$ cat src/design/fp16s_pkg.sv
// Shared types, constants and the binary16 rounding function for the sinh pipeline.
`timescale 1ns / 1ps

package fp16s_pkg;

  // Canonical quiet NaN, positive and negative infinity, and positive zero.
  localparam logic [15:0] H_QNAN = 16'h7E00;
  localparam logic [15:0] H_PINF = 16'h7C00;
  localparam logic [15:0] H_NINF = 16'hFC00;
  localparam logic [15:0] H_ZERO = 16'h0000;

  // Result of the exponential section.
  typedef struct packed {
    logic        nan;
    logic [15:0] e;
  } exp_res_t;

  // Result of the reciprocal section.
  typedef struct packed {
    logic        nan;
    logic [15:0] e;
    logic [15:0] r;
  } rcp_res_t;

  // Rounds sgn * frac * 2^eu to binary16, round to nearest even.
  // frac holds the leading one at bit 39. Subnormal results are shifted
  // right with sticky collection; overflow becomes infinity.
  function automatic logic [15:0] round_pack(input logic sgn, input logic signed [7:0] eu,
                                             input logic [39:0] frac, input logic sticky);
    logic signed [8:0] dsh;
    logic [3:0]        sh;
    logic [51:0]       wide;
    logic [51:0]       shifted;
    logic [51:0]       lmask;
    logic [4:0]        bexp;
    logic [9:0]        mant;
    logic              guard;
    logic              st;
    logic              inc;
    logic [14:0]       body;
    wide    = {frac, 12'd0};
    dsh     = -9'sd14 - 9'(eu);
    sh      = (dsh > 9'sd12) ? 4'd12 : dsh[3:0];
    shifted = wide >> sh;
    lmask   = (52'd1 << sh) - 52'd1;
    if (eu >= -8'sd14) begin
      bexp  = 5'(eu + 8'sd15);
      mant  = frac[38:29];
      guard = frac[28];
      st    = (|frac[27:0]) | sticky;
    end else begin
      bexp  = 5'd0;
      mant  = shifted[50:41];
      guard = shifted[40];
      st    = (|shifted[39:0]) | (|(wide & lmask)) | sticky;
    end
    inc  = guard & (st | mant[0]);
    // A carry out of the mantissa moves into the exponent field.
    body = {bexp, mant} + 15'(inc);
    if (eu > 8'sd15) begin
      body = H_PINF[14:0];
    end
    return {sgn, body};
  endfunction

endpackage

$ cat src/design/fp16s_sub.sv
// Pipelined exact difference e - r, rounding, and halving to give the final result.
`timescale 1ns / 1ps

module fp16s_sub (
  input  logic                clk,
  input  logic                rst,
  input  logic                en,
  input  logic                in_valid,
  input  fp16s_pkg::rcp_res_t in_res,
  output logic                out_valid,
  output logic [15:0]         y_bits
);
  import fp16s_pkg::*;

  // Finite binary16 as an unsigned integer in units of 2^-24.
  function automatic logic [39:0] to_fix(input logic [15:0] h);
    logic [4:0]  ex;
    logic [10:0] sig;
    logic [4:0]  sh;
    ex  = h[14:10];
    sig = (ex == 5'd0) ? {1'b0, h[9:0]} : {1'b1, h[9:0]};
    sh  = (ex == 5'd0) ? 5'd0 : (ex - 5'd1);
    return 40'(sig) << sh;
  endfunction

  // Stage 1: aligned subtraction in wide fixed point, exact.
  logic [40:0] diff;
  logic [40:0] ndiff;
  logic        v1;
  logic        neg1;
  logic [39:0] mag1;
  logic        pinf1;
  logic        ninf1;
  logic        nan1;

  always_comb begin
    diff  = {1'b0, to_fix(in_res.e)} - {1'b0, to_fix(in_res.r)};
    ndiff = -diff;
  end

  always_ff @(posedge clk) begin
    if (rst) begin
      v1 <= 1'b0;
    end else if (en) begin
      v1 <= in_valid;
    end
  end

  always_ff @(posedge clk) begin
    if (en) begin
      neg1  <= diff[40];
      mag1  <= diff[40] ? ndiff[39:0] : diff[39:0];
      pinf1 <= (in_res.e == H_PINF);
      ninf1 <= (in_res.r == H_PINF);
      nan1  <= in_res.nan;
    end
  end

  // Stage 2: leading-zero count of the magnitude.
  logic [5:0]  lzc;
  logic        found;
  logic        v2;
  logic        neg2;
  logic [39:0] mag2;
  logic [5:0]  lz2;
  logic        pinf2;
  logic        ninf2;
  logic        nan2;

  always_comb begin
    lzc   = 6'd0;
    found = 1'b0;
    for (int i = 39; i >= 0; i--) begin
      if (!found) begin
        if (mag1[i]) begin
          found = 1'b1;
        end else begin
          lzc = lzc + 6'd1;
        end
      end
    end
  end

  always_ff @(posedge clk) begin
    if (rst) begin
      v2 <= 1'b0;
    end else if (en) begin
      v2 <= v1;
    end
  end

  always_ff @(posedge clk) begin
    if (en) begin
      neg2  <= neg1;
      mag2  <= mag1;
      lz2   <= lzc;
      pinf2 <= pinf1;
      ninf2 <= ninf1;
      nan2  <= nan1;
    end
  end

  // Stage 3: normalize and round the difference.
  logic [39:0]       dfrac;
  logic signed [7:0] deu;
  logic [15:0]       dround;
  logic              v3;
  logic [15:0]       d3;
  logic              nan3;

  always_comb begin
    dfrac  = mag2 << lz2;
    deu    = 8'sd15 - $signed({2'b00, lz2});
    dround = round_pack(neg2, deu, dfrac, 1'b0);
  end

  always_ff @(posedge clk) begin
    if (rst) begin
      v3 <= 1'b0;
    end else if (en) begin
      v3 <= v2;
    end
  end

  always_ff @(posedge clk) begin
    if (en) begin
      nan3 <= nan2;
      if (pinf2) begin
        d3 <= H_PINF;
      end else if (ninf2) begin
        d3 <= H_NINF;
      end else if (mag2 == 40'd0) begin
        d3 <= H_ZERO;
      end else begin
        d3 <= dround;
      end
    end
  end

  // Stage 4: multiply by one half, rounding when the result is subnormal.
  logic [4:0]  dex;
  logic [10:0] hsig;
  logic [10:0] hhalf;
  logic [15:0] yh;

  always_comb begin
    dex   = d3[14:10];
    hsig  = {dex[0], d3[9:0]};
    hhalf = (hsig >> 1) + 11'(hsig[0] & hsig[1]);
    if (dex == 5'h1F) begin
      yh = d3;
    end else if (dex >= 5'd2) begin
      yh = {d3[15], dex - 5'd1, d3[9:0]};
    end else begin
      yh = {d3[15], 15'(hhalf)};
    end
  end

  always_ff @(posedge clk) begin
    if (rst) begin
      out_valid <= 1'b0;
    end else if (en) begin
      out_valid <= v3;
    end
  end

  always_ff @(posedge clk) begin
    if (en) begin
      y_bits <= nan3 ? H_QNAN : yh;
    end
  end

endmodule

$ cat config.mk
export PLATFORM = sky130hd
export DESIGN_NAME = fp16s_sub
export DESIGN_NICKNAME = d
export VERILOG_FILES = /design/src/design/fp16s_pkg.sv /design/src/design/fp16s_sub.sv
export SDC_FILE = /design/constraint.sdc
export NUM_CORES = 1
export LEC_CHECK = 0
export ABC_CLOCK_PERIOD_IN_PS = 37600
export BUFFER_PORTS_ARGS = -buffer_cell sky130_fd_sc_hd__buf_2
export CORE_ASPECT_RATIO = 0.75
export CORE_UTILIZATION = 37
export DETAILED_ROUTE_END_ITERATION = 10
export PLACE_DENSITY = 0.49
export SLEW_MARGIN = 20
export SYNTH_ARGS = -nofsm -noshare
export SYNTH_HDL_FRONTEND = slang
export SYNTH_SLANG_ARGS = --single-unit
$ cat constraint.sdc
create_clock -name clk -period 37.6 [get_ports clk]
set_clock_uncertainty 0.1 [all_clocks]
set_input_delay 3.76 -clock clk [delete_from_list [all_inputs] [get_ports clk]]
set_output_delay 3.76 -clock clk [all_outputs]
set_load 0.02 [all_outputs]
==> run_results.csv <==
group,metric,value,unit
timing,slew_headroom,21.4,%
detailed_routing,drtPass1Iterations,5,
timing,setup_violations,0,
detailed_routing,drt.antenna.violating_nets,0,
detailed_routing,viasPerCell,5.79,
logic_synthesis,synth_edf_count,127,
timing,period_minus_slack,20.98,ns
critical_path,worst-endpoint-arrival,21.09,ns
floorplan,start_util,37.9,%
cells_and_area,register_area,3890,um^2
worst_hold_path,worstHoldEndpoint,"nan2",
placement,io_buffer_count,53,
cells_and_area,multiInputGateArea,13100,um^2
cts,post_cts_buffers,0,
detailed_routing,vias,16400,
placement,routabilityCongestion,0.918,
logic_synthesis,yosysWarningCount,0,
critical_path,required,37.71,ns
critical_path,start_kind,"register",
detailed_routing,wire_per_inst,18.8,um
cts,clock_path_buffers,2,
timing,finalCritPeriodShare,55.8,%
global_routing,grt_pass1_vias,14900,
cts,clock_latency,0.45,ns
timing,hold_viol,0,
floorplan,fp.dieH,191,um
job,cap_viol_max_count,0,
logic_synthesis,yosysUniqueCellTypes,97,
detailed_routing,drc,0,
cells_and_area,final_common_cell,"nor2_1",
timing,fmax,47.7,MHz
floorplan,rows,68,
timing,setup_ws,16.62,ns
critical_path,rrSetupSlack,16.62,ns
cts,path_clk_slew,0.07,ns
logic_synthesis,synth_area,17600,um^2
placement,post-place-ws,16.76,ns
power,p_leak,7.38,nW
logic_synthesis,ys_seq_area_share,22.1,%
cts,clock-root-buffer,"clkbuf_16",
timing,finalSetupTns,0,ns
floorplan,io_pins,54,
global_routing,grt_max_degree,81,
worst_hold_path,hp-class,"register to register",
critical_path,r2r_cells,101,
critical_path,crit_type,"register to register",
cells_and_area,fill_cells,4800,
logic_synthesis,syn_inst,2184,
floorplan,core,46500,um^2
critical_path,slowest_delay,0.68,ns
cts,ctsHoldBuffers,0,
timing,rsz0062_at_grt,"false",
cells_and_area,syn2layout_area_growth,8.19,%
global_routing,grt.total_usage,22.3,%
cells_and_area,fin_nets,2317,
logic_synthesis,syn-num-nets,2316,
worst_hold_path,min_path_cells,0,
critical_path,crit_path_end_kind,"register",
logic_synthesis,synth_area_per_cell,8.06,um^2
cts,cts_made_buffers,17,
floorplan,fp.dieArea,48400,um^2
cts,post_cts_resized,0,
critical_path,crit_path_frequent_cell,"ha_1",
critical_path,worstPathMaxFanout,9,
logic_synthesis,synth_seq_cells,131,
logic_synthesis,async_reset_ff_share,0,%
logic_synthesis,dominantRegCellSynth,"edfxtp_1",
critical_path,cp_slowest_cell,"or4_4",
detailed_routing,drt_iter0_drc,1425,
timing,tightest_slew,1.17,ns
timing,drv_slew,0,
cts,cts_tree,"built",
power,powerDensity,66.9,nW/um^2
global_routing,grt_pass1_wl,85.6,mm
cells_and_area,drive_above_1_share,10.1,%
cells_and_area,num_antenna_cells,0,
status,status,"finished clean",
critical_path,r2r_start,"mag1[36]",
cells_and_area,mostFrequentLayoutCells,"265 x nor2_1, 248 x nand2_1, 157 x a21oi_1, 128 x o21ai_0, 127 x edfxtp_1",
power,ir_drop,39.1,uV
critical_path,r2r-end,"lz2[5]",
worst_hold_path,hp-start,"nan1",
placement,dp_hpwl,42.8,mm
floorplan,die_w,254,um
cts,cts_sinks,131,
global_routing,antenna_found_initial,0,
cts,cts_max_level,4,
global_routing,grt.overflow.total,0,
detailed_routing,routed_wl,53.3,mm
-- worst max-delay path, delay by kind of cell (launching register included) --
| family | cells | cell delay [ns] |
|---|---|---|
| AOI/OAI and AO/OA | 35 | 6.70 |
| xor gates and xnor gates | 9 | 1.65 |
| adders and majority gates | 19 | 5.67 |
| buffers and inverters | 1 | 0.06 |
| DFF | 1 | 0.52 |
| muxes | 12 | 2.16 |
| and+or+nand+nor | 25 | 3.85 |
-- cell type report --
| cell class | instances | share of cell area (%) |
|---|---|---|
| Multi-Input combinational cell | 1896 | 68.8 |
| Sequential cell | 131 | 20.5 |
| Tap cell | 630 | 4.14 |
| Clock buffer | 17 | 2.24 |
| Timing Repair Buffer | 70 | 2.20 |
| Inverter | 69 | 1.36 |
| Clock inverter | 15 | 0.776 |
-- layer usage --
layer  track usage, %  share of wire (%)  wire length, um
met4             4.56                1.2              658
met2             29.1                 37            20000
met1             37.2                 56            29900
met3             2.95                5.1             2740
met5                0                  0                0
-- cells in the mapped netlist (7+ instances only) --
cell       instances  share of area [%]
nor2_1           265                5.7
and3_1            25               0.89
or3_1             18               0.64
a31oi_1           24               0.85
a221oi_1           8               0.40
nand2_1          248                5.3
nand2b_1          32                1.1
nand3_1           51                1.5
xor2_1            62                3.1
nand3b_1          12               0.51
xnor2_1          111                5.5
mux4_2            38                4.9
nor2b_1           45                1.6
ha_1              94                6.7
or2_2             21               0.75
o21a_1            19               0.81
nor3b_1            8               0.34
o21ai_0          128                3.6
edfxtp_1         127                 22
a211oi_1          35                1.5
and2_1            35                1.2
o211ai_1           9               0.38
a22oi_1            8               0.34
nor4_1            33                1.2
buf_1             10               0.21
a21o_1            27                1.2
nor3_1            64                1.8
mux2_2            22                1.4
o2111ai_1          7               0.35
clkbuf_1          75                1.6
o31ai_1           10               0.43
a211o_1            7               0.35
nand4b_1           8               0.40
a21oi_1          157                4.5
nand4_1           12               0.43
mux2i_1          116                6.6
inv_1             67                1.4
o22ai_1           15               0.53
-- per-stage QoR --
step	power, mW	cells	util (%)	hold WS (ns)	cell area (um^2)
after global routing	1.39	2828	41.0	0.344	19000
after detailed placement	1.10	2795	39.7	0.308	18400
after CTS	1.27	2827	40.9	0.325	19000
after global placement	1.09	2795	39.7	0.304	18400
final	1.27	2828	41.0	0.327	19000
after floorplan	0.891	2184	-	0.300	17600
-- logic make-up (layout without fill, tap and decap cells) --
logic type,count (synthesis),after routing,share of synthesized area (%)
buffers and inverters,157,171,3.44
and+or+nand+nor,916,916,25.5
muxes,176,176,12.9
adders and majority gates,95,95,6.80
xor gates and xnor gates,190,190,10.7
AOI/OAI and AO/OA,519,519,18.6
DFF,131,131,22.1
-- flip-flops by register name, summed over array words and instances (netlist names), 6 cells and up --
register  cells
mag1         40
mag2         40
d3           16
y_bits       16
lz2           6
-- worst max path at each step --
stage / from / to / slack (ns) / cells past startpoint
after global routing: mag1[36] / lz2[5] / 14.58 / 101
after detailed placement: mag1[36] / lz2[5] / 16.76 / 101
after floorplan: mag1[36] / lz2[5] / 18.99 / 104
after global placement: mag1[36] / lz2[5] / 17.47 / 101
after CTS: mag1[36] / lz2[5] / 16.69 / 101
final: mag1[36] / lz2[5] / 16.62 / 101
-- report_power, final --
group          total [mW]  switching, mW  internal (mW)
combinational       0.809          0.476          0.333
sequential          0.299         0.0756          0.223
clock               0.166         0.0733         0.0926
total                1.27          0.625          0.649
No activity file was read; power rests on OpenSTA's default activity.
