File: src/design/fp16s_pkg.sv
// Shared types, constants and the binary16 rounding function for the sinh pipeline.
`timescale 1ns / 1ps

package fp16s_pkg;

  // Canonical quiet NaN, positive and negative infinity, and positive zero.
  localparam logic [15:0] H_QNAN = 16'h7E00;
  localparam logic [15:0] H_PINF = 16'h7C00;
  localparam logic [15:0] H_NINF = 16'hFC00;
  localparam logic [15:0] H_ZERO = 16'h0000;

  // Result of the exponential section.
  typedef struct packed {
    logic        nan;
    logic [15:0] e;
  } exp_res_t;

  // Result of the reciprocal section.
  typedef struct packed {
    logic        nan;
    logic [15:0] e;
    logic [15:0] r;
  } rcp_res_t;

  // Rounds sgn * frac * 2^eu to binary16, round to nearest even.
  // frac holds the leading one at bit 39. Subnormal results are shifted
  // right with sticky collection; overflow becomes infinity.
  function automatic logic [15:0] round_pack(input logic sgn, input logic signed [7:0] eu,
                                             input logic [39:0] frac, input logic sticky);
    logic signed [8:0] dsh;
    logic [3:0]        sh;
    logic [51:0]       wide;
    logic [51:0]       shifted;
    logic [51:0]       lmask;
    logic [4:0]        bexp;
    logic [9:0]        mant;
    logic              guard;
    logic              st;
    logic              inc;
    logic [14:0]       body;
    wide    = {frac, 12'd0};
    dsh     = -9'sd14 - 9'(eu);
    sh      = (dsh > 9'sd12) ? 4'd12 : dsh[3:0];
    shifted = wide >> sh;
    lmask   = (52'd1 << sh) - 52'd1;
    if (eu >= -8'sd14) begin
      bexp  = 5'(eu + 8'sd15);
      mant  = frac[38:29];
      guard = frac[28];
      st    = (|frac[27:0]) | sticky;
    end else begin
      bexp  = 5'd0;
      mant  = shifted[50:41];
      guard = shifted[40];
      st    = (|shifted[39:0]) | (|(wide & lmask)) | sticky;
    end
    inc  = guard & (st | mant[0]);
    // A carry out of the mantissa moves into the exponent field.
    body = {bexp, mant} + 15'(inc);
    if (eu > 8'sd15) begin
      body = H_PINF[14:0];
    end
    return {sgn, body};
  endfunction

endpackage

File: src/design/fp16s_rcp.sv
// Pipelined binary16 reciprocal using restoring division, three quotient bits per stage.
`timescale 1ns / 1ps

module fp16s_rcp (
  input  logic                clk,
  input  logic                rst,
  input  logic                en,
  input  logic                in_valid,
  input  fp16s_pkg::exp_res_t in_res,
  output logic                out_valid,
  output fp16s_pkg::rcp_res_t res
);
  import fp16s_pkg::*;

  localparam int ND = 5;
  localparam int BPS = 3;

  typedef struct packed {
    logic              nan;
    logic              zero_e;
    logic              inf_e;
    logic [15:0]       e;
    logic signed [6:0] ee;
    logic [10:0]       m;
  } side_t;

  // Stage 1: normalize the divisor, including subnormal operands.
  logic [4:0] xe;
  logic [9:0] em;
  logic [3:0] lz;
  logic       found;
  side_t      nside;

  always_comb begin
    xe    = in_res.e[14:10];
    em    = in_res.e[9:0];
    lz    = 4'd0;
    found = 1'b0;
    for (int i = 9; i >= 0; i--) begin
      if (!found) begin
        if (em[i]) begin
          found = 1'b1;
        end else begin
          lz = lz + 4'd1;
        end
      end
    end
    nside.nan    = in_res.nan;
    nside.zero_e = (in_res.e == H_ZERO);
    nside.inf_e  = (in_res.e == H_PINF);
    nside.e      = in_res.e;
    if (xe != 5'd0) begin
      nside.m  = {1'b1, em};
      nside.ee = $signed({2'b00, xe}) - 7'sd15;
    end else begin
      nside.m  = {em, 1'b0} << lz;
      nside.ee = -7'sd15 - $signed({3'b000, lz});
    end
  end

  // Division stages: quotient of 1/m, first bit is the integer bit.
  logic        dv [ND+1];
  logic [12:0] dr [ND+1];
  logic [14:0] dq [ND+1];
  side_t       ds [ND+1];
  logic [12:0] rnext [ND];
  logic [14:0] qnext [ND];
  logic [12:0] rem;
  logic [14:0] quo;

  always_comb begin
    for (int j = 0; j < ND; j++) begin
      rem = dr[j];
      quo = dq[j];
      for (int s = 0; s < BPS; s++) begin
        if (rem >= {2'b00, ds[j].m}) begin
          rem = rem - {2'b00, ds[j].m};
          quo = {quo[13:0], 1'b1};
        end else begin
          quo = {quo[13:0], 1'b0};
        end
        rem = rem << 1;
      end
      rnext[j] = rem;
      qnext[j] = quo;
    end
  end

  always_ff @(posedge clk) begin
    if (rst) begin
      for (int j = 0; j <= ND; j++) begin
        dv[j] <= 1'b0;
      end
    end else if (en) begin
      dv[0] <= in_valid;
      for (int j = 1; j <= ND; j++) begin
        dv[j] <= dv[j-1];
      end
    end
  end

  always_ff @(posedge clk) begin
    if (en) begin
      dr[0] <= 13'd1024;
      dq[0] <= 15'd0;
      ds[0] <= nside;
      for (int j = 1; j <= ND; j++) begin
        dr[j] <= rnext[j-1];
        dq[j] <= qnext[j-1];
        ds[j] <= ds[j-1];
      end
    end
  end

  // Last stage: normalize the quotient and round.
  logic [39:0]       qfrac;
  logic signed [7:0] qeu;
  logic [15:0]       rround;

  always_comb begin
    if (dq[ND][14]) begin
      qfrac = {dq[ND], 25'd0};
      qeu   = -8'(ds[ND].ee);
    end else begin
      qfrac = {dq[ND][13:0], 26'd0};
      qeu   = -8'(ds[ND].ee) - 8'sd1;
    end
    rround = round_pack(1'b0, qeu, qfrac, dr[ND] != 13'd0);
  end

  always_ff @(posedge clk) begin
    if (rst) begin
      out_valid <= 1'b0;
    end else if (en) begin
      out_valid <= dv[ND];
    end
  end

  always_ff @(posedge clk) begin
    if (en) begin
      res.nan <= ds[ND].nan;
      res.e   <= ds[ND].e;
      if (ds[ND].zero_e) begin
        res.r <= H_PINF;
      end else if (ds[ND].inf_e) begin
        res.r <= H_ZERO;
      end else begin
        res.r <= rround;
      end
    end
  end

endmodule

File: config.mk
export PLATFORM = sky130hd
export DESIGN_NAME = fp16s_rcp
export DESIGN_NICKNAME = d
export VERILOG_FILES = /design/src/design/fp16s_pkg.sv /design/src/design/fp16s_rcp.sv
export SDC_FILE = /design/constraint.sdc
export NUM_CORES = 1
export LEC_CHECK = 0
export ABC_AREA = 0
export BUFFER_PORTS_ARGS = -buffer_cell sky130_fd_sc_hd__buf_2
export CORE_UTILIZATION = 57
export DETAILED_ROUTE_END_ITERATION = 16
export PLACE_DENSITY = 0.74
export SYNTH_ARGS = -nofsm -noshare
export SYNTH_HDL_FRONTEND = slang
export SYNTH_SLANG_ARGS = --single-unit
File: constraint.sdc
create_clock -name clk -period 20 [get_ports clk]
set_clock_uncertainty 0.1 [all_clocks]
set_input_delay 0 -clock clk [delete_from_list [all_inputs] [get_ports clk]]
set_output_delay 0 -clock clk [all_outputs]
set_load 0.005 [all_outputs]
==> out/qor.yml, run 1 <==
run_status:
  status: "complete, no violations"
synthesis:
  ys_types: 87
  synthFlopType: "edfxtp_1"
  yosys_register_bits: 349
  syn_inst: 2086
  synth-edff-count: 348
  ys_async_sr_fraction_pct: 0
  syn_area_um2: 22200
  synth_nets: 2274
  avgSynthCellArea_um2: 10.6
  ys_warn_count: 0
  synth_seq_area_share_pct: 47.2
sta:
  hold_ws_ns: 0.0728
  maxSlewHeadroom_pct: 26.6
  setup_viol: 0
  period_minus_slack_ns: 9.84
  hold_viol_final: 0
  slew_viol_final: 0
  rsz0062_at_grt: "no"
  max_freq_ghz: 0.102
  worst_pin_slew_ns: 1.07
  tns_ns: 0
  post-route-period-util_pct: 49.2
cts:
  cts_setup_buffers: 0
  cts_max_path_buffers: 3
  cts.clk_slew.worst_paths_ns: 0.05
  cts_buffers: 37
  clk_latency_ns: 0.55
  ctsResizeCount: 0
  htreeDepth: 2
  clock-root-buffer: "clkbuf_16"
  clock-sinks: 349
  cts_tree: "done"
  hold_buffers: 21
layout:
  fillers: 2980
  drive_gt1_share_pct: 10.5
  fin_area_um2: 24400
  antenna_cells: 0
  num-nets-final: 2343
  final_core_util_pct: 64.2
  syn2layout_area_growth_pct: 9.82
setup_path:
  setup.worst_path.class: "reg -> reg"
  worstPathRequired_ns: 20.17
  end_kind: "flop"
  crit_fanout: 17
  worst_path_max_delay_cell: "nor2_1"
  critPathBufInv: 1
  critPathMaxStageDelay_ns: 0.82
  cp-start-kind: "flop"
  cp.arrival_ns: 10.01
  critPathTopFamily: "compound AO/OA/AOI/OAI gates"
  path_common_cell: "o21ai_0"
floorplanning:
  placeableCoreArea_um2: 37900
  die_h_um: 199
  fp.dieW_um: 199
  start_util_pct: 58.5
  rows: 71
  ios: 55
  dieArea_um2: 39700
drt:
  postRouteAntennaNets: 0
  drt-pass1-iter-count: 6
  routed_wl_um: 46200
  wl_per_cell_um: 17.2
  post_drt_via_cell_ratio: 5.88
  drt_iter0_markers: 1133
  drc: 0
  vias: 15800
global_routing:
  grt_max_degree: 133
  grt_overflow: 0
  grt_antenna_before_repair: 0
  grt_pass1_vias: 15300
  grt_pass1_wl_um: 76000
  grt_use_total_pct: 24.0
placement:
  dpl_cell_area_um2: 23000
  numPortBuffers: 53
  gp_congestion: 0.950
  dp_hpwl_um: 34000
job:
  max-cap-violations: 0
hold_path:
  hold_class: "in -> reg"
## cells in the mapped netlist, types with 5 or more instances
| library cell | count | area (um^2) |
|---|---|---|
| a211oi_1 | 13 | 97.6 |
| a21o_1 | 64 | 480 |
| edfxtp_1 | 348 | 10500 |
| or3_1 | 13 | 81.3 |
| clkbuf_1 | 39 | 146 |
| a21boi_0 | 18 | 135 |
| a31oi_1 | 15 | 93.8 |
| a21oi_1 | 121 | 606 |
| a22oi_1 | 6 | 45.0 |
| nor3_1 | 46 | 230 |
| xnor2_1 | 83 | 727 |
| o22ai_1 | 7 | 43.8 |
| nor2b_1 | 29 | 181 |
| nand4_1 | 29 | 181 |
| nand2b_1 | 40 | 250 |
| nor3b_1 | 5 | 37.5 |
| buf_1 | 6 | 22.5 |
| mux2i_1 | 35 | 350 |
| a221o_1 | 5 | 50.1 |
| o31a_1 | 7 | 61.3 |
| nor2_1 | 153 | 574 |
| and3_1 | 15 | 93.8 |
| xor2_1 | 55 | 482 |
| o21bai_1 | 9 | 67.6 |
| and2_1 | 17 | 106 |
| inv_1 | 139 | 522 |
| buf_2 | 6 | 30.0 |
| mux2_2 | 82 | 923 |
| o31ai_1 | 24 | 180 |
| o21a_1 | 19 | 143 |
| o211ai_1 | 10 | 75.1 |
| or2_2 | 7 | 43.8 |
| nand2_1 | 164 | 616 |
| o21ai_0 | 136 | 681 |
| ha_1 | 163 | 2040 |
| nor4_1 | 16 | 100 |
| nand3_1 | 50 | 250 |
| and4_1 | 5 | 43.8 |
## per-layer routing
metal  wire length, um  vias up  GRT usage [%]  share of wire (%)
met1             21200     7479           32.1                 46
met2             21700      365           40.1                 47
li1                  -     7898              -                  -
met3              1850       83           2.84                4.0
met4              1480        0           9.26                3.2
met5                 0        -              0                  0
## area by class of cell
class | count | area (um^2) | share of cell area, %
Multi-Input combinational cell | 1541 | 11000 | 45.0
Clock buffer | 42 | 987 | 4.05
Inverter | 141 | 529 | 2.17
Sequential cell | 349 | 10500 | 43.0
Clock inverter | 23 | 198 | 0.812
Timing Repair Buffer | 85 | 568 | 2.33
Tap cell | 511 | 639 | 2.63
## cell usage in the layout (no fill, tap or decap), types with 40 or more instances in the layout
master,Yosys,layout
a21o_1,64,64
edfxtp_1,348,348
nor2_1,153,153
a21oi_1,121,121
inv_1,139,139
buf_2,6,52
nand2_1,164,164
xor2_1,55,55
o21ai_0,136,135
mux2_2,82,82
xnor2_1,83,82
nor3_1,46,46
nand2b_1,40,40
ha_1,163,163
nand3_1,50,50
## metrics by stage
step | setup slack (ns) | instances
after floorplan | 11.39 | 2086
after global placement | 10.62 | 2606
after detailed placement | 10.32 | 2606
after CTS | 10.28 | 2692
after global routing | 9.23 | 2692
final | 10.16 | 2692
## cell families after synthesis
family / share of synthesized area, %
and+or+nand+nor: 13.3
AOI/OAI and AO/OA: 14.9
DFF: 47.2
buffers and inverters: 3.42
adders and majority gates: 9.60
xor gates and xnor gates: 5.62
muxes: 5.84
other: 0.0169
## worst min-delay path, cell delays in order
cell,delay [ns]
dlygate4sd3_1,0.52
buf_2,0.11
nor2_1,0.04
## state kept, by name, indices dropped and copies added, names as in the netlist
name	cells
dq	45
dv	6
res	32
out_valid	1
ds	205
dr	60
## worst paths after layout
path                                    startpoint                endpoint  slack (ns)  cells past startpoint
worst max-delay path            ds[4][1]$_DFFE_PP_      dr[5][5]$_DFFE_PP_       10.16                     35
worst min-delay path                           rst  out_valid$_SDFFE_PP0P_        0.07                      3
worst max register to register  ds[4][1]$_DFFE_PP_      dr[5][5]$_DFFE_PP_       10.16                     35
worst min register to register  dq[1][0]$_DFFE_PP_      dq[2][3]$_DFFE_PP_        0.30                      0
Power of run 1 is not shown: default switching activity piles up to over one toggle a cycle in this logic, so the estimate is an artifact.
==> inputs of run 2 (changes only) <==
- ABC_AREA: 0 -> 1
- clock period: 20 -> 9.89 ns (I/O delays scaled with it)
==> run 2 against run 1 <==
  * First-iteration DRC count rose by 1.9%
  * Register-to-register slack worse by 8.8 ns
  * Clock-buffer cell count unchanged
  * Setup slack got worse by 8.8 ns
  * Via count increased by 1.5%
  * Non-clock buffer count is 4 lower
  * Hold slack better by 0.014 ns
  * Synthesized cell count up 13%
  * Flip-flop and latch count unchanged
==> out/qor.yml, run 2 <==
run_status:
  status: "complete, no violations"
synthesis:
  synth_nets: 2552
  ys_types: 56
  synth_area_leaders: "edfxtp_1, ha_1, nand2_1, inv_1, o21ai_0"
  synth.most_common_cell: "nand2_1"
  avgSynthCellArea_um2: 9.13
  syn_area_um2: 21600
  synth_top_cell_by_area: "edfxtp_1"
  synth-edff-count: 348
  syn_inst: 2364
  synth_seq_area_share_pct: 48.5
  yosys_register_bits: 349
  synth_top_area_share_pct: 48.4
  synthFlopType: "edfxtp_1"
  yosys-top-cells-count: "nand2_1, edfxtp_1, inv_1, nor2_1, o21ai_0"
  ys_async_sr_fraction_pct: 0
  ys_warn_count: 0
setup_path:
  end_kind: "flop"
  worstPathRequired_ns: 10.07
  cp.arrival_ns: 8.67
  crit_fanout: 22
  worst_path_max_delay_cell: "nand2_1"
  worst_r2r_endpoint: "dr[2][4]$_DFFE_PP_"
  critPathMaxStageDelay_ns: 0.44
  cp-start-kind: "flop"
  path_common_cell: "a21oi_1"
  setup.worst_path.class: "reg -> reg"
  crit_path_end: "dr[2][4]$_DFFE_PP_"
  r2r_setup_slack_ns: 1.40
  cp-startpoint: "ds[1][2]$_DFFE_PP_"
  reg2reg_from: "ds[1][2]$_DFFE_PP_"
  rr_worst_depth: 47
drt:
  vias: 16100
  drt-pass1-iter-count: 5
  post_drt_via_cell_ratio: 5.40
  postRouteAntennaNets: 0
  drt_iter0_markers: 1155
  drc: 0
  routed_wl_um: 44000
  wl_per_cell_um: 14.8
layout:
  largest_registers: "ds x205, dr x60, dq x45"
  drive_gt1_share_pct: 7.85
  syn2layout_area_growth_pct: 10.0
  mostFrequentLayoutCells: "nand2_1, edfxtp_1, inv_1, nor2_1, o21ai_0"
  largest_reg_flops: 205
  num-nets-final: 2630
  antenna_cells: 0
  layout_commonest_cell: "nand2_1"
  regMostFlops: "ds"
floorplanning:
  start_util_pct: 58.4
  dieArea_um2: 38700
  die_h_um: 197
  ios: 55
  placeableCoreArea_um2: 37000
  fp.dieW_um: 197
  rows: 70
placement:
  gp_congestion: 0.958
  numPortBuffers: 53
  dp_hpwl_um: 33200
job:
  max-cap-violations: 0
cts:
  ctsResizeCount: 0
  cts_max_path_buffers: 3
  clock-root-buffer: "clkbuf_16"
  cts_tree: "done"
  clk_latency_ns: 0.55
  htreeDepth: 2
  clock-sinks: 349
  cts_buffers: 37
  cts.clk_slew.worst_paths_ns: 0.06
sta:
  period_minus_slack_ns: 8.49
  setup_viol: 0
  hold_viol_final: 0
  tns_ns: 0
  slew_viol_final: 0
  post-route-period-util_pct: 85.9
  rsz0062_at_grt: "no"
  maxSlewHeadroom_pct: 18.6
  max_freq_ghz: 0.118
  worst_pin_slew_ns: 1.21
hold_path:
  hold_class: "in -> reg"
global_routing:
  grt_use_total_pct: 23.6
  grt_max_degree: 77
  grt_pass1_vias: 15400
  grt_antenna_before_repair: 2
  grt_overflow: 0
  grt_pass1_wl_um: 73900
## run 2: cell types whose count changed after synthesis, moves of 31 or more
cell	previous run	this run
mux2_2	82	0
nand2_1	164	500
xor2_1	55	92
mux2i_1	35	4
nor3_1	46	12
nand2b_1	40	0
nand3_1	50	117
a21o_1	64	5
xnor2_1	83	50
inv_1	139	276
o21ai_1	2	47
a21oi_1	121	158
o21ai_0	136	173
## run 2: critical path, delay by kind of cell, from the launching register on
family	cells	cell delay, ns
buffers and inverters	8	1.09
AND/OR/NAND/NOR	12	1.59
flip-flops	1	0.39
AO/OA/AOI/OAI	24	4.06
adder cells (fa/ha/maj)	3	0.99
## run 2: through the flow
stage / utilization (%) / cell area (um^2) / hold WS (ns) / worst slack [ns] / cells
CTS: 64.3 / 23700 / 0.0398 / 1.45 / 2974
detailed placement: 60.4 / 22300 / 0.0753 / 1.49 / 2887
global placement: 60.4 / 22300 / 0.0703 / 1.80 / 2887
finish: 64.3 / 23700 / 0.0866 / 1.40 / 2974
global route: 64.3 / 23700 / 0.0826 / 0.398 / 2974
floorplan: - / 21600 / -0.0309 / 2.92 / 2364
## run 2: cell families (layout without fill, tap and decap cells)
logic type | after synthesis | count (layout) | share of synthesized area, %
AO/OA/AOI/OAI | 463 | 463 | 11.9
XOR/XNOR | 142 | 142 | 5.76
other | 1 | 1 | 0.0174
AND/OR/NAND/NOR | 888 | 888 | 17.4
flip-flops | 349 | 349 | 48.5
multiplexers | 4 | 4 | 0.185
buffers and inverters | 350 | 456 | 6.42
adder cells (fa/ha/maj) | 167 | 167 | 9.82
## run 2: how the worst min path moves through the flow
stage	startpoint	endpoint	slack (ns)	cells after the start
after floorplan	rst	out_valid$_SDFFE_PP0P_	-0.03	1
after global placement	rst	out_valid$_SDFFE_PP0P_	0.07	2
after detailed placement	rst	out_valid$_SDFFE_PP0P_	0.08	2
after CTS	rst	out_valid$_SDFFE_PP0P_	0.04	3
after global routing	rst	out_valid$_SDFFE_PP0P_	0.08	3
final	rst	out_valid$_SDFFE_PP0P_	0.09	3
## run 2: layer usage
layer	vias up	GRT usage, %	routed length, um
li1	8237	-	-
met2	378	39.2	20300
met5	-	0	23
met3	75	3.76	2210
met4	4	7.15	1060
met1	7369	31.8	20400
## run 2: area by class of cell
class	instances	area (um^2)
fillers	3052	13200
flip-flops and latches	349	10500
multi-input cells	1665	9730
inverters	308	1160
clock buffers	42	945
well taps	504	631
repair buffers	81	536
clock inverters	25	280
## run 2: timing repair
item	in CTS	in global routing
hold endpoints to repair	115	0
hold buffers	20	0
buffers inserted	0	0
Power of run 2 is left out for the same reason.
==> inputs of run 3 (changes only) <==
- CORE_ASPECT_RATIO: not set -> 1.25
- HOLD_SLACK_MARGIN: not set -> 0.03
==> run 3 against run 2 <==
  * Flip-flop and latch count unchanged
  * Die area barely moved
  * Cell area is 0.42% lower
  * Hold slack improved by 0.0028 ns
  * Via count grew 0.73%
  * First-iteration DRC count shrank 14%
  * Non-clock buffer count is 2 lower
==> out/qor.yml, run 3 (same netlist as run 2, synthesis figures left out) <==
global_routing:
  grt_use_met1_pct: 27.3
  grt_antenna_before_repair: 0
  grt_use_total_pct: 23.8
  grt_max_degree: 185
  met2_usage_pct: 44.2
  grt_overflow: 0
  grt_pass1_wl_um: 74200
  grtUsageMet3_pct: 2.45
  grt_pass1_vias: 16000
  top_usage_layer: "met2"
drt:
  post_drt_via_cell_ratio: 5.49
  drt_iter0_markers: 996
  vias: 16200
  drc: 0
  postRouteAntennaNets: 0
  drt-pass1-iter-count: 5
  wl_per_cell_um: 15.1
  routed_wl_um: 44600
setup_path:
  critPathMaxStageDelay_ns: 0.44
  cp.arrival_ns: 8.99
  worstPathRequired_ns: 10.04
  rr_worst_depth: 46
  path_common_cell: "a21oi_1"
  worst_path_max_delay_cell: "edfxtp_1"
  cp-start-kind: "flop"
  end_kind: "flop"
  crit_fanout: 22
  setup.worst_path.class: "reg -> reg"
hold_path:
  hold_class: "in -> reg"
  whs_path_depth: 3
layout:
  regMostFlops: "ds"
  largest_reg_flops: 205
  num-nets-final: 2626
  antenna_cells: 0
  layout_commonest_cell: "nand2_1"
  drive_gt1_share_pct: 7.67
  largest_registers: "ds x205, dr x60, dq x45"
  fillers: 3023
  syn2layout_area_growth_pct: 9.55
  mostFrequentLayoutCells: "nand2_1, edfxtp_1, inv_1, nor2_1, o21ai_0"
job:
  max-cap-violations: 0
floorplanning:
  placeableCoreArea_um2: 37300
  dieArea_um2: 38700
  fp.dieW_um: 176
  rows: 79
  die_h_um: 220
  start_util_pct: 57.9
  ios: 55
sta:
  period_minus_slack_ns: 8.84
  hold_ws_ns: 0.0894
  tns_ns: 0
  post-route-period-util_pct: 89.4
  setup_viol: 0
  hold_viol_final: 0
  max_freq_ghz: 0.113
  maxSlewHeadroom_pct: 19.3
  slew_viol_final: 0
  worst_pin_slew_ns: 1.20
  rsz0062_at_grt: "no"
placement:
  dp_hpwl_um: 34100
  numPortBuffers: 53
  gp_congestion: 0.950
cts:
  htreeDepth: 2
  ctsResizeCount: 0
  clk_latency_ns: 0.54
  clock-sinks: 349
  cts_max_path_buffers: 3
  clock-root-buffer: "clkbuf_16"
  cts_setup_buffers: 0
  cts.clk_slew.worst_paths_ns: 0.06
  cts_tree: "done"
  hold_buffers: 20
  cts_buffers: 35
run_status:
  status: "complete, no violations"
## run 3: cell count changes in the layout (fill, tap and decap cells not counted), moves of 2 or more
cell       before  now
clkinv_1       13    7
clkbuf_1        5    9
buf_4           8    5
inv_6           4    1
clkbuf_16      37   35
clkinv_4        1    3
## run 3: critical path, delay by kind of cell (launching register included)
family | cells | cell delay, ns
flops | 1 | 0.44
buf+inv | 8 | 1.10
simple gates | 11 | 1.33
fa+ha+maj | 3 | 1.00
compound gates | 24 | 4.57
## run 3: final timing paths
kind,startpoint,end,slack [ns]
worst max-delay path,ds[1][2]$_DFFE_PP_,dr[2][9]$_DFFE_PP_,1.05
worst min-delay path,rst,out_valid$_SDFFE_PP0P_,0.09
worst min register to register,ds[4][11]$_DFFE_PP_,ds[5][11]$_DFFE_PP_,0.31
worst max register to register,ds[1][2]$_DFFE_PP_,dr[2][9]$_DFFE_PP_,1.05
## run 3: area by class of cell
| cell class | count | area [um^2] | share of cell area, % |
|---|---|---|---|
| Multi-Input combinational cell | 1665 | 9730 | 41.1 |
| Sequential cell | 349 | 10500 | 44.3 |
| Timing Repair Buffer | 79 | 533 | 2.25 |
| Inverter | 308 | 1160 | 4.89 |
| Clock buffer | 44 | 910 | 3.85 |
| Clock inverter | 18 | 240 | 1.02 |
| Tap cell | 486 | 608 | 2.57 |
## run 3: layer usage
metal	up-vias	part of all wire, %
met5	-	0
met4	0	4.0
met3	100	3.7
met2	358	51
met1	7503	41
li1	8219	-
## run 3: metrics by stage
stage	utilization (%)	cell area, um^2	setup slack, ns	cells
4_1_cts	63.5	23600	1.12	2949
3_3_place_gp	59.8	22300	1.39	2867
3_5_place_dp	59.8	22300	1.15	2867
6_report	63.5	23600	1.05	2949
2_1_floorplan	-	21600	2.92	2364
5_1_grt	63.5	23600	0.149	2949
Power of run 3 is left out for the same reason.
